## config.mk

```make
export PLATFORM = sky130hd
export DESIGN_NAME = isotp_receive_reassembler
export DESIGN_NICKNAME = d
export VERILOG_FILES = /design/src/rtl/core/isotp_rx_pkg.sv /design/src/rtl/core/isotp_rx_ram.sv /design/src/rtl/core/isotp_rx_decode.sv /design/src/rtl/core/isotp_rx_seq.sv /design/src/rtl/core/isotp_receive_reassembler.sv
export SDC_FILE = /design/constraint.sdc
export NUM_CORES = 2
export LEC_CHECK = 0
export ABC_CLOCK_PERIOD_IN_PS = 6000
export BUFFER_PORTS_ARGS = -buffer_cell sky130_fd_sc_hd__buf_2
export CAP_MARGIN = 25
export CORE_UTILIZATION = 44
export CTS_CLUSTER_SIZE = 16
export DETAILED_ROUTE_END_ITERATION = 10
export PLACE_DENSITY = 0.67
export SLEW_MARGIN = 10
export SYNTH_ARGS = -nofsm -noshare
export SYNTH_HDL_FRONTEND = slang
export SYNTH_HIERARCHICAL = 1
export SYNTH_SLANG_ARGS = --single-unit
```

## constraint.sdc

```tcl
create_clock -name clk -period 6 [get_ports clk]
set_input_delay 1.2 -clock clk [delete_from_list [all_inputs] [get_ports clk]]
set_output_delay 1.2 -clock clk [all_outputs]
set_load 0.03 [all_outputs]
```

## src/rtl/core/isotp_rx_pkg.sv

```systemverilog
// Shared types and constants for the ISO-TP receive reassembler.
// Used by the decoder, the sequencer and the top level; depends on nothing.

package isotp_rx_pkg;

    // Widths of the packed stream words.
    localparam int IN_TDATA_W  = 80;
    localparam int OUT_TDATA_W = 88;

    // Protocol control information, high nibble of data byte 0.
    localparam logic [3:0] PCI_SINGLE = 4'h0;
    localparam logic [3:0] PCI_FIRST  = 4'h1;
    localparam logic [3:0] PCI_CONSEC = 4'h2;

    // Flow control frame: continue to send, block size 0, separation time 0.
    localparam logic [7:0] FC_CTS_BYTE = 8'h30;

    // Bytes carried by each frame type.
    localparam logic [3:0] SF_MAX_BYTES = 4'd7;
    localparam logic [2:0] FF_BYTES     = 3'd6;
    localparam logic [2:0] CF_MAX_BYTES = 3'd7;

    // Result kinds.
    localparam logic KIND_FLOW  = 1'b0;
    localparam logic KIND_CHUNK = 1'b1;

    // Configuration register indexes.
    localparam logic [1:0] REG_ENABLE      = 2'd0;
    localparam logic [1:0] REG_REQUEST_ID  = 2'd1;
    localparam logic [1:0] REG_RESPONSE_ID = 2'd2;

    localparam logic [10:0] REQUEST_ID_RESET  = 11'd2016;
    localparam logic [10:0] RESPONSE_ID_RESET = 11'd2024;

    typedef enum logic [1:0] {
        FT_NONE,
        FT_SINGLE,
        FT_FIRST,
        FT_CONSEC
    } frame_type_t;

    typedef struct packed {
        frame_type_t ftype;
        logic [3:0]  nib;
        logic [3:0]  sf_len;
        logic [8:0]  ff_len;
        logic [63:0] sf_word;
        logic [63:0] frame_data;
    } frame_info_t;

    typedef struct packed {
        logic        enable;
        logic [10:0] request_id;
        logic [10:0] response_id;
    } cfg_t;

endpackage

```

## src/rtl/core/isotp_rx_ram.sv

```systemverilog
// Generic single-write, single-read synchronous RAM with registered read data.
// Self-contained; no package needed.

module isotp_rx_ram #(
    parameter int WIDTH = 8,
    parameter int DEPTH = 256,
    localparam int AW = $clog2(DEPTH)
) (
    input  logic             clk,
    input  logic             wr_en,
    input  logic [AW-1:0]    wr_addr,
    input  logic [WIDTH-1:0] wr_data,
    input  logic [AW-1:0]    rd_addr,
    output logic [WIDTH-1:0] rd_data
);

    logic [WIDTH-1:0] mem [DEPTH];
    logic [WIDTH-1:0] rd_data_reg;

    always_ff @(posedge clk)
    begin
        if (wr_en)
        begin
            mem[wr_addr] <= wr_data;
        end
        rd_data_reg <= mem[rd_addr];
    end

    assign rd_data = rd_data_reg;

endmodule

```

## src/rtl/core/isotp_rx_decode.sv

```systemverilog
// Frame filter and classifier: checks identifier, length and enable, and
// decodes the protocol control byte. Depends on isotp_rx_pkg.

module isotp_rx_decode #(
    parameter int BUFFER_BYTES = 256
) (
    input  logic [10:0]               can_id,
    input  logic [3:0]                frame_length,
    input  logic [63:0]               frame_data,
    input  isotp_rx_pkg::cfg_t        cfg,
    output isotp_rx_pkg::frame_info_t info
);

    localparam int LENGTH_CAP = (BUFFER_BYTES < 256) ? BUFFER_BYTES : 256;

    logic [3:0]  pci;
    logic [3:0]  nib;
    logic [3:0]  sf_len;
    logic [11:0] ff_raw;
    logic [63:0] shifted;
    logic [63:0] sf_word;
    logic        match;

    assign pci     = frame_data[63:60];
    assign nib     = frame_data[59:56];
    assign sf_len  = (nib > isotp_rx_pkg::SF_MAX_BYTES) ? isotp_rx_pkg::SF_MAX_BYTES : nib;
    assign ff_raw  = {nib, frame_data[55:48]};
    assign shifted = {frame_data[55:0], 8'h00};
    assign match   = cfg.enable && (can_id == cfg.request_id) && (frame_length != 4'd0);

    // Keep only the bytes the single frame actually carries.
    always_comb
    begin
        sf_word = '0;
        for (int i = 0; i < 8; i++)
        begin
            if (4'(i) < sf_len)
            begin
                sf_word[8*(7-i) +: 8] = shifted[8*(7-i) +: 8];
            end
        end
    end

    always_comb
    begin
        info.nib        = nib;
        info.sf_len     = sf_len;
        info.ff_len     = (32'(ff_raw) > LENGTH_CAP) ? 9'(LENGTH_CAP) : ff_raw[8:0];
        info.sf_word    = sf_word;
        info.frame_data = frame_data;
        info.ftype      = isotp_rx_pkg::FT_NONE;
        if (match)
        begin
            case (pci)
                isotp_rx_pkg::PCI_SINGLE:
                begin
                    if (sf_len != 4'd0)
                    begin
                        info.ftype = isotp_rx_pkg::FT_SINGLE;
                    end
                end
                isotp_rx_pkg::PCI_FIRST:  info.ftype = isotp_rx_pkg::FT_FIRST;
                isotp_rx_pkg::PCI_CONSEC: info.ftype = isotp_rx_pkg::FT_CONSEC;
                default:                  info.ftype = isotp_rx_pkg::FT_NONE;
            endcase
        end
    end

endmodule

```

## src/rtl/core/isotp_rx_seq.sv

```systemverilog
// Reassembly sequencer: writes frame bytes into the message RAM one per cycle,
// reads a completed message back in chunks of up to 8 bytes and drives the output register.
// Depends on isotp_rx_pkg; the RAM sits beside it in the top level.

module isotp_rx_reasm #(
    parameter int BUFFER_BYTES = 256,
    localparam int AW = $clog2(BUFFER_BYTES)
) (
    input  logic                      clk,
    input  logic                      rst_n,
    input  logic                      in_valid,
    output logic                      in_ready,
    input  isotp_rx_pkg::frame_info_t info,
    input  logic [10:0]               response_id,
    output logic                      wr_en,
    output logic [AW-1:0]             wr_addr,
    output logic [7:0]                wr_data,
    output logic [AW-1:0]             rd_addr,
    input  logic [7:0]                rd_data,
    output logic                      m_axis_tvalid,
    input  logic                      m_axis_tready,
    output logic [isotp_rx_pkg::OUT_TDATA_W-1:0] m_axis_tdata,
    output logic                      m_axis_tuser,
    output logic                      m_axis_tlast
);

    typedef enum logic [2:0] {
        ST_IDLE,
        ST_WRITE,
        ST_CHUNK_START,
        ST_READ,
        ST_PUSH
    } state_t;

    state_t      state_reg, state_next;

    // Reception state.
    logic [8:0]  len_reg, len_next;
    logic [8:0]  wp_reg, wp_next;
    logic [3:0]  seq_reg, seq_next;
    logic        recv_reg, recv_next;

    // Byte writer.
    logic [63:0] data_reg, data_next;
    logic [8:0]  wr_pos_reg, wr_pos_next;
    logic [2:0]  src_reg, src_next;
    logic [2:0]  left_reg, left_next;
    logic        after_push_reg, after_push_next;
    logic        emit_reg, emit_next;

    // Chunk reader.
    logic [8:0]  rd_pos_reg, rd_pos_next;
    logic [3:0]  idx_reg, idx_next;
    logic        rd_pend_reg, rd_pend_next;
    logic [2:0]  slot_reg, slot_next;

    // Pending result.
    logic        pend_kind_reg, pend_kind_next;
    logic [10:0] pend_id_reg, pend_id_next;
    logic [63:0] pend_data_reg, pend_data_next;
    logic [3:0]  pend_bytes_reg, pend_bytes_next;
    logic [8:0]  pend_mlen_reg, pend_mlen_next;
    logic        pend_multi_reg, pend_multi_next;

    // Output register.
    logic        out_valid_reg, out_valid_next;
    logic        out_kind_reg, out_kind_next;
    logic [10:0] out_id_reg, out_id_next;
    logic [63:0] out_data_reg, out_data_next;
    logic [3:0]  out_bytes_reg, out_bytes_next;
    logic [8:0]  out_mlen_reg, out_mlen_next;
    logic        out_last_reg, out_last_next;

    logic        out_free;
    logic [8:0]  cf_rem;
    logic [2:0]  cf_n;
    logic [8:0]  cf_wp_end;
    logic [8:0]  chunk_rem;
    logic        chunk_last;

    assign out_free   = !out_valid_reg || m_axis_tready;
    assign cf_rem     = (wp_reg < len_reg) ? (len_reg - wp_reg) : 9'd0;
    assign cf_n       = (cf_rem > 9'(isotp_rx_pkg::CF_MAX_BYTES)) ?
                        isotp_rx_pkg::CF_MAX_BYTES : cf_rem[2:0];
    assign cf_wp_end  = wp_reg + 9'(cf_n);
    assign chunk_rem  = len_reg - rd_pos_reg;
    assign chunk_last = !pend_multi_reg || ((rd_pos_reg + 9'(pend_bytes_reg)) >= len_reg);

    always_comb
    begin
        state_next      = state_reg;
        len_next        = len_reg;
        wp_next         = wp_reg;
        seq_next        = seq_reg;
        recv_next       = recv_reg;
        data_next       = data_reg;
        wr_pos_next     = wr_pos_reg;
        src_next        = src_reg;
        left_next       = left_reg;
        after_push_next = after_push_reg;
        emit_next       = emit_reg;
        rd_pos_next     = rd_pos_reg;
        idx_next        = idx_reg;
        rd_pend_next    = 1'b0;
        slot_next       = slot_reg;
        pend_kind_next  = pend_kind_reg;
        pend_id_next    = pend_id_reg;
        pend_data_next  = pend_data_reg;
        pend_bytes_next = pend_bytes_reg;
        pend_mlen_next  = pend_mlen_reg;
        pend_multi_next = pend_multi_reg;
        out_valid_next  = out_valid_reg && !m_axis_tready;
        out_kind_next   = out_kind_reg;
        out_id_next     = out_id_reg;
        out_data_next   = out_data_reg;
        out_bytes_next  = out_bytes_reg;
        out_mlen_next   = out_mlen_reg;
        out_last_next   = out_last_reg;

        in_ready = (state_reg == ST_IDLE);
        wr_en    = 1'b0;
        wr_addr  = AW'(wr_pos_reg);
        wr_data  = data_reg[8*(7-src_reg) +: 8];
        rd_addr  = AW'(rd_pos_reg + 9'(idx_reg));

        case (state_reg)
            ST_IDLE:
            begin
                if (in_valid)
                begin
                    data_next = info.frame_data;
                    case (info.ftype)
                        isotp_rx_pkg::FT_SINGLE:
                        begin
                            pend_kind_next  = isotp_rx_pkg::KIND_CHUNK;
                            pend_id_next    = '0;
                            pend_data_next  = info.sf_word;
                            pend_bytes_next = info.sf_len;
                            pend_mlen_next  = 9'(info.sf_len);
                            pend_multi_next = 1'b0;
                            state_next      = ST_PUSH;
                        end
                        isotp_rx_pkg::FT_FIRST:
                        begin
                            // A first frame always restarts, even mid-reception.
                            len_next        = info.ff_len;
                            wp_next         = 9'(isotp_rx_pkg::FF_BYTES);
                            seq_next        = 4'd1;
                            recv_next       = 1'b1;
                            wr_pos_next     = '0;
                            src_next        = 3'd2;
                            left_next       = isotp_rx_pkg::FF_BYTES;
                            after_push_next = 1'b1;
                            emit_next       = 1'b0;
                            pend_kind_next  = isotp_rx_pkg::KIND_FLOW;
                            pend_id_next    = response_id;
                            pend_data_next  = {isotp_rx_pkg::FC_CTS_BYTE, 56'd0};
                            pend_bytes_next = 4'd8;
                            pend_mlen_next  = '0;
                            pend_multi_next = 1'b0;
                            state_next      = ST_WRITE;
                        end
                        isotp_rx_pkg::FT_CONSEC:
                        begin
                            if (recv_reg)
                            begin
                                if (info.nib != seq_reg)
                                begin
                                    recv_next = 1'b0;
                                end
                                else
                                begin
                                    wr_pos_next     = wp_reg;
                                    src_next        = 3'd1;
                                    left_next       = cf_n;
                                    wp_next         = cf_wp_end;
                                    seq_next        = seq_reg + 4'd1;
                                    after_push_next = 1'b0;
                                    emit_next       = (cf_wp_end >= len_reg) && (len_reg != 9'd0);
                                    if (cf_wp_end >= len_reg)
                                    begin
                                        recv_next = 1'b0;
                                    end
                                    state_next      = ST_WRITE;
                                end
                            end
                        end
                        default:
                        begin
                            state_next = ST_IDLE;
                        end
                    endcase
                end
            end

            ST_WRITE:
            begin
                if (left_reg != 3'd0)
                begin
                    wr_en       = (32'(wr_pos_reg) < BUFFER_BYTES);
                    wr_pos_next = wr_pos_reg + 9'd1;
                    src_next    = src_reg + 3'd1;
                    left_next   = left_reg - 3'd1;
                end
                else if (after_push_reg)
                begin
                    state_next = ST_PUSH;
                end
                else if (emit_reg)
                begin
                    rd_pos_next = '0;
                    state_next  = ST_CHUNK_START;
                end
                else
                begin
                    state_next = ST_IDLE;
                end
            end

            ST_CHUNK_START:
            begin
                pend_kind_next  = isotp_rx_pkg::KIND_CHUNK;
                pend_id_next    = '0;
                pend_data_next  = '0;
                pend_bytes_next = (chunk_rem > 9'd8) ? 4'd8 : chunk_rem[3:0];
                pend_mlen_next  = len_reg;
                pend_multi_next = 1'b1;
                idx_next        = '0;
                state_next      = ST_READ;
            end

            ST_READ:
            begin
                // Reads are pipelined: one address issued, one byte captured per cycle.
                if (rd_pend_reg)
                begin
                    pend_data_next[8*(7-slot_reg) +: 8] = rd_data;
                end
                if (idx_reg < pend_bytes_reg)
                begin
                    rd_pend_next = 1'b1;
                    slot_next    = idx_reg[2:0];
                    idx_next     = idx_reg + 4'd1;
                end
                else if (!rd_pend_reg)
                begin
                    state_next = ST_PUSH;
                end
            end

            ST_PUSH:
            begin
                if (out_free)
                begin
                    out_valid_next = 1'b1;
                    out_kind_next  = pend_kind_reg;
                    out_id_next    = pend_id_reg;
                    out_data_next  = pend_data_reg;
                    out_bytes_next = pend_bytes_reg;
                    out_mlen_next  = pend_mlen_reg;
                    out_last_next  = chunk_last;
                    if (pend_multi_reg)
                    begin
                        rd_pos_next = rd_pos_reg + 9'(pend_bytes_reg);
                    end
                    state_next = chunk_last ? ST_IDLE : ST_CHUNK_START;
                end
            end

            default:
            begin
                state_next = ST_IDLE;
            end
        endcase
    end

    always_ff @(posedge clk or negedge rst_n)
    begin
        if (!rst_n)
        begin
            state_reg      <= ST_IDLE;
            len_reg        <= '0;
            wp_reg         <= '0;
            seq_reg        <= '0;
            recv_reg       <= 1'b0;
            data_reg       <= '0;
            wr_pos_reg     <= '0;
            src_reg        <= '0;
            left_reg       <= '0;
            after_push_reg <= 1'b0;
            emit_reg       <= 1'b0;
            rd_pos_reg     <= '0;
            idx_reg        <= '0;
            rd_pend_reg    <= 1'b0;
            slot_reg       <= '0;
            pend_kind_reg  <= 1'b0;
            pend_id_reg    <= '0;
            pend_data_reg  <= '0;
            pend_bytes_reg <= '0;
            pend_mlen_reg  <= '0;
            pend_multi_reg <= 1'b0;
            out_valid_reg  <= 1'b0;
            out_kind_reg   <= 1'b0;
            out_id_reg     <= '0;
            out_data_reg   <= '0;
            out_bytes_reg  <= '0;
            out_mlen_reg   <= '0;
            out_last_reg   <= 1'b0;
        end
        else
        begin
            state_reg      <= state_next;
            len_reg        <= len_next;
            wp_reg         <= wp_next;
            seq_reg        <= seq_next;
            recv_reg       <= recv_next;
            data_reg       <= data_next;
            wr_pos_reg     <= wr_pos_next;
            src_reg        <= src_next;
            left_reg       <= left_next;
            after_push_reg <= after_push_next;
            emit_reg       <= emit_next;
            rd_pos_reg     <= rd_pos_next;
            idx_reg        <= idx_next;
            rd_pend_reg    <= rd_pend_next;
            slot_reg       <= slot_next;
            pend_kind_reg  <= pend_kind_next;
            pend_id_reg    <= pend_id_next;
            pend_data_reg  <= pend_data_next;
            pend_bytes_reg <= pend_bytes_next;
            pend_mlen_reg  <= pend_mlen_next;
            pend_multi_reg <= pend_multi_next;
            out_valid_reg  <= out_valid_next;
            out_kind_reg   <= out_kind_next;
            out_id_reg     <= out_id_next;
            out_data_reg   <= out_data_next;
            out_bytes_reg  <= out_bytes_next;
            out_mlen_reg   <= out_mlen_next;
            out_last_reg   <= out_last_next;
        end
    end

    assign m_axis_tvalid = out_valid_reg;
    assign m_axis_tuser  = out_kind_reg;
    assign m_axis_tlast  = out_last_reg;
    assign m_axis_tdata  = {out_mlen_reg, out_bytes_reg, out_data_reg, out_id_reg};

    // Chunk reads never go past the end of the received message.
    assert property (@(posedge clk) disable iff (!rst_n)
        (state_reg == ST_READ) && (idx_reg < pend_bytes_reg)
        |-> (rd_pos_reg + 9'(idx_reg)) < len_reg)
        else $error("chunk read beyond message length");

    // A chunk handed to the output carries one to eight bytes.
    assert property (@(posedge clk) disable iff (!rst_n)
        out_valid_reg && (out_kind_reg == isotp_rx_pkg::KIND_CHUNK)
        |-> (out_bytes_reg != 4'd0) && (out_bytes_reg <= 4'd8))
        else $error("chunk with bad byte count");

    // While receiving, the write pointer is short of the length or sits just past the first frame.
    assert property (@(posedge clk) disable iff (!rst_n)
        recv_reg |-> (wp_reg < len_reg) || (wp_reg == 9'(isotp_rx_pkg::FF_BYTES)))
        else $error("write pointer inconsistent with reception");

    // A chunk is only pushed while unread message bytes remain.
    assert property (@(posedge clk) disable iff (!rst_n)
        (state_reg == ST_PUSH) && out_free && pend_multi_reg |-> rd_pos_reg < len_reg)
        else $error("chunk pushed past end of message");

endmodule

```

## src/rtl/core/isotp_receive_reassembler.sv

```systemverilog
// Top level of the ISO-TP receive reassembler: configuration registers, frame
// decoder, reassembly sequencer and message RAM. Depends on isotp_rx_pkg.
//
//   Channel   Direction  Handshake              Words
//   s_axis    in         tvalid/tready          received CAN frame
//   m_axis    out        tvalid/tready, tlast   flow control frame or message chunk
//   cfg       in         cfg_valid/cfg_ready    register index and value
//
// An ignored frame is dropped as it is accepted; a single frame moves the sequencer
// to its push step, which loads the result once the output is free. A first frame
// writes its bytes through the one-byte-per-cycle write port of the message RAM, as
// does a consecutive frame; a completed message is then read back chunk by chunk
// through the RAM read port. Reset idles the sequencer and loads the register
// defaults; the RAM needs no clearing. A stalled output holds the sequencer in its
// push step and no new frame is taken meanwhile.

module isotp_receive_reassembler #(
    parameter int BUFFER_BYTES = 256
) (
    input  logic        clk,
    input  logic        rst_n,
    // tdata: can_id[10:0], frame_length[14:11], frame_data[78:15], zero[79]
    input  logic        s_axis_tvalid,
    output logic        s_axis_tready,
    input  logic [isotp_rx_pkg::IN_TDATA_W-1:0] s_axis_tdata,
    // tdata: frame_id[10:0], chunk_data[74:11], chunk_bytes[78:75],
    //        message_length[87:79]
    // tuser: kind[0]
    output logic        m_axis_tvalid,
    input  logic        m_axis_tready,
    output logic [isotp_rx_pkg::OUT_TDATA_W-1:0] m_axis_tdata,
    output logic        m_axis_tuser,
    output logic        m_axis_tlast,
    input  logic        cfg_valid,
    output logic        cfg_ready,
    input  logic [1:0]  cfg_index,
    input  logic [10:0] cfg_data
);

    localparam int AW = $clog2(BUFFER_BYTES);

    logic        enable_reg;
    logic [10:0] request_id_reg;
    logic [10:0] response_id_reg;

    isotp_rx_pkg::cfg_t        cfg;
    isotp_rx_pkg::frame_info_t info;

    logic          wr_en;
    logic [AW-1:0] wr_addr;
    logic [7:0]    wr_data;
    logic [AW-1:0] rd_addr;
    logic [7:0]    rd_data;

    assign cfg_ready = 1'b1;

    always_ff @(posedge clk or negedge rst_n)
    begin
        if (!rst_n)
        begin
            enable_reg      <= 1'b0;
            request_id_reg  <= isotp_rx_pkg::REQUEST_ID_RESET;
            response_id_reg <= isotp_rx_pkg::RESPONSE_ID_RESET;
        end
        else if (cfg_valid && cfg_ready)
        begin
            case (cfg_index)
                isotp_rx_pkg::REG_ENABLE:      enable_reg      <= cfg_data[0];
                isotp_rx_pkg::REG_REQUEST_ID:  request_id_reg  <= cfg_data;
                isotp_rx_pkg::REG_RESPONSE_ID: response_id_reg <= cfg_data;
                default:                       enable_reg      <= enable_reg;
            endcase
        end
    end

    assign cfg.enable      = enable_reg;
    assign cfg.request_id  = request_id_reg;
    assign cfg.response_id = response_id_reg;

    isotp_rx_decode #(
        .BUFFER_BYTES(BUFFER_BYTES)
    ) u_decode (
        .can_id      (s_axis_tdata[10:0]),
        .frame_length(s_axis_tdata[14:11]),
        .frame_data  (s_axis_tdata[78:15]),
        .cfg         (cfg),
        .info        (info)
    );

    isotp_rx_ram #(
        .WIDTH(8),
        .DEPTH(BUFFER_BYTES)
    ) u_ram (
        .clk    (clk),
        .wr_en  (wr_en),
        .wr_addr(wr_addr),
        .wr_data(wr_data),
        .rd_addr(rd_addr),
        .rd_data(rd_data)
    );

    isotp_rx_reasm #(
        .BUFFER_BYTES(BUFFER_BYTES)
    ) u_seq (
        .clk          (clk),
        .rst_n        (rst_n),
        .in_valid     (s_axis_tvalid),
        .in_ready     (s_axis_tready),
        .info         (info),
        .response_id  (cfg.response_id),
        .wr_en        (wr_en),
        .wr_addr      (wr_addr),
        .wr_data      (wr_data),
        .rd_addr      (rd_addr),
        .rd_data      (rd_data),
        .m_axis_tvalid(m_axis_tvalid),
        .m_axis_tready(m_axis_tready),
        .m_axis_tdata (m_axis_tdata),
        .m_axis_tuser (m_axis_tuser),
        .m_axis_tlast (m_axis_tlast)
    );

endmodule
```

==> metrics.csv <==
metric;value;unit
Routed WL;239100;um
site row count;172;
drt first-iter violations;5862;
Port Buffers;188;
detailed-route vias per instance;5.929;
syn avg cell area;17.72;sq um
total grt overflow;0;
HP Class;primary input to asynchronous set/reset pin;
register area;69880;sq um
Commonest cells post-synth;edfxtp_1, mux4_2, nand2_1;
Core Region;219700;sq um
Reg2Reg Setup Slack;0.69;ns
Yosys cell types;107;
Leakage Power;36.00;nW
Reg clk slew, reported paths;0.07;ns
Max Fclk;0.1884;GHz
Multi-input gate area;25000;sq um
H-tree levels;4;
TritonCTS clock tree;done;
Total Die Area;223000;sq um
Setup TNS Final;0;ns
layout overhead on the synthesized area;12.18;%
Arrival @ worst endpoint;6.06;ns
slew margin rel.;22.69;%
number of flip-flops in the largest register;2048;
Initial Util;44.27;%
hold-fix buffers at CTS;0;
overall power;34.28;mW
initial antenna violation count;5;
Final min period;5.308;ns
gr usage total;21.33;%
Clk pwr share;44.0;%
worst-skew pair later-pin latency;0.88;ns
number of gates resized after cts;0;
clock sinks;2384;
Via Count;52290;
WL per Instance;27.11;um
Die Wd;472.2;um
Post-synth EDFFs;2048;
Crit path required time;6.75;ns
RSZ-0062 raised after global routing;false;
largest reg by FF count;u_ram/mem;
Post-CTS Setup Repair Bufs;0;
number of synthesized register bits;2384;
Seq pwr share;53.6;%
largest net degree at the start of global routing;189;
HPWL Detailed;149300;um
Layout Nets;5817;
final period utilization;88.47;%
Netlist Area Pre-Place;97280;sq um
post-route ant nets;0;
worst slew pin tran;1.151;ns
skew final;0.06172;ns
Max clock buf depth;3;
top cells by area, synth;edfxtp_1, mux4_2, dfrtp_1, nand2_1, mux2i_1;
CP Capture Type;flop;
Max Fanout on Critical Path;5;
Gate power share;2.4;%
Sw Pwr;6.988;mW
Max VDD drop;319.3;uV
drt first pass iters;6;
Crit Path Category;flop to flop;
Fin. Hold Viols;0;
CTS root buf;clkbuf_16;
area fraction of the dominant cell type after synthesis;63.22;%
Int Pwr;27.29;mW
max-slew violations;0;
sequential fraction of the synthesis area;71.84;%
cell accounting for the most synthesized area;edfxtp_1;
DRC;0;
vias in the first global route;52030;
FFs w/ async S/R, synth;13.76;%
share of layout cells above drive strength 1;23.10;%
synth warn;6;
Post-Synthesis Cells;5489;
Fillers;17620;
Net Sw Frac;20.39;%
critical path launch point type;flop;
count leader, synth;edfxtp_1;
count of final setup violators;0;
GP Congestion;0.8739;
die extent in y;472.2;um
Max-cap violations;0;
Synth Flop Type;edfxtp_1;
Power Density;314.1;nW/um^2
first-pass GRT wire length;352000;um
status;finished clean;
CTS Buf Count;235;
Ports;191;
==> power by group through the flow <==
stage | sequential (mW) | clock, mW | combinational, mW
after global placement | 18.7 | 0 | 0.788
final | 18.4 | 15.1 | 0.835
after global routing | 18.4 | 15.9 | 0.906
after floorplan | 18.7 | 0 | 0.451
after CTS | 18.4 | 15.3 | 0.833
after detailed placement | 18.7 | 0 | 0.832
==> cells in the final DEF (no fill, tap or decap), types with 54 or more instances in the layout <==
| cell | count |
|---|---|
| mux2_2 | 92 |
| a21oi_1 | 141 |
| buf_2 | 187 |
| mux4_2 | 470 |
| ha_1 | 61 |
| dfrtp_1 | 315 |
| mux2i_1 | 136 |
| o21ai_0 | 144 |
| clkbuf_16 | 236 |
| nor2b_1 | 82 |
| a22oi_1 | 146 |
| edfxtp_1 | 2048 |
| nor2_1 | 336 |
| nand2_1 | 370 |
| a32oi_1 | 54 |
| buf_4 | 115 |
==> path summary, 6_finish.rpt <==
path                                          from  cells past startpoint                endpoint
hold / removal                               rst_n                      1      u_seq/m_axis_tuser
setup reg to reg                  u_seq/len_reg[0]                     20          u_seq/recv_reg
max in group asynchronous                    rst_n                      2  u_seq/pend_mlen_reg[8]
min in group clk           u_seq/pend_data_reg[52]                      1  u_seq/out_data_reg[52]
setup / recovery                  u_seq/len_reg[0]                     20          u_seq/recv_reg
hold reg to reg            u_seq/pend_data_reg[52]                      1  u_seq/out_data_reg[52]
==> kinds of logic (layout without fill, tap and decap cells) <==
family                     Yosys count  in the layout  synth area share [%]
AOI/OAI and AO/OA                  746            746                 5.285
and+or+nand+nor                   1056           1056                 5.009
other                                2             13              0.007720
muxes                              729            729                 13.81
buffers and inverters              465            826                 2.785
adders and majority gates           67             67                0.9004
DFF                               2384           2384                 71.84
xor gates and xnor gates            40             40                0.3602
==> critical path, cell delays in order, from the launching register on <==
cell      delay, ns
dfrtp_1        0.45
inv_1          0.15
ha_1           0.25
fa_1           0.40
nand2b_1       0.18
a21oi_1        0.17
mux2i_1        0.24
o211ai_1       0.18
nor4_1         0.55
nor2_1         0.15
ha_1           0.35
a21oi_1        0.09
a211oi_1       0.46
nand3_1        0.17
xnor2_1        0.17
ha_1           0.20
nor4_1         0.27
nand2_1        0.12
a211oi_1       0.37
o21bai_1       0.12
a31oi_1        0.18
==> metal layers <==
layer / up-vias / GRT usage (%) / share of wire [%]
met5: - / 0 / 0.0038
met4: 2 / 7.716 / 3.7
met3: 432 / 4.352 / 9.2
met2: 2549 / 33.25 / 47
met1: 27220 / 29.74 / 41
li1: 22090 / - / -
==> metrics by stage <==
step	area, sq um	setup slack (ns)	std cells	utilization [%]	hold WS [ns]
final	109100	0.6916	8819	49.67	0.4334
after global routing	109100	0.2575	8816	49.66	0.4835
after CTS	109000	0.7436	8810	49.61	0.4104
after detailed placement	101000	0.8427	8367	45.96	0.4576
after global placement	101000	0.8129	8366	45.96	0.4520
after floorplan	97310	1.622	5497	-	0.4403
==> final cells by class <==
type,instances,area share (%)
diodes,3,0.006879
repair buffers,328,2.125
well taps,2958,3.391
clock buffers,308,5.853
multi-input cells,2648,22.90
flip-flops and latches,2384,64.04
inverters,55,0.1961
clock inverters,135,1.486
No activity file was read; power rests on OpenSTA's default activity.
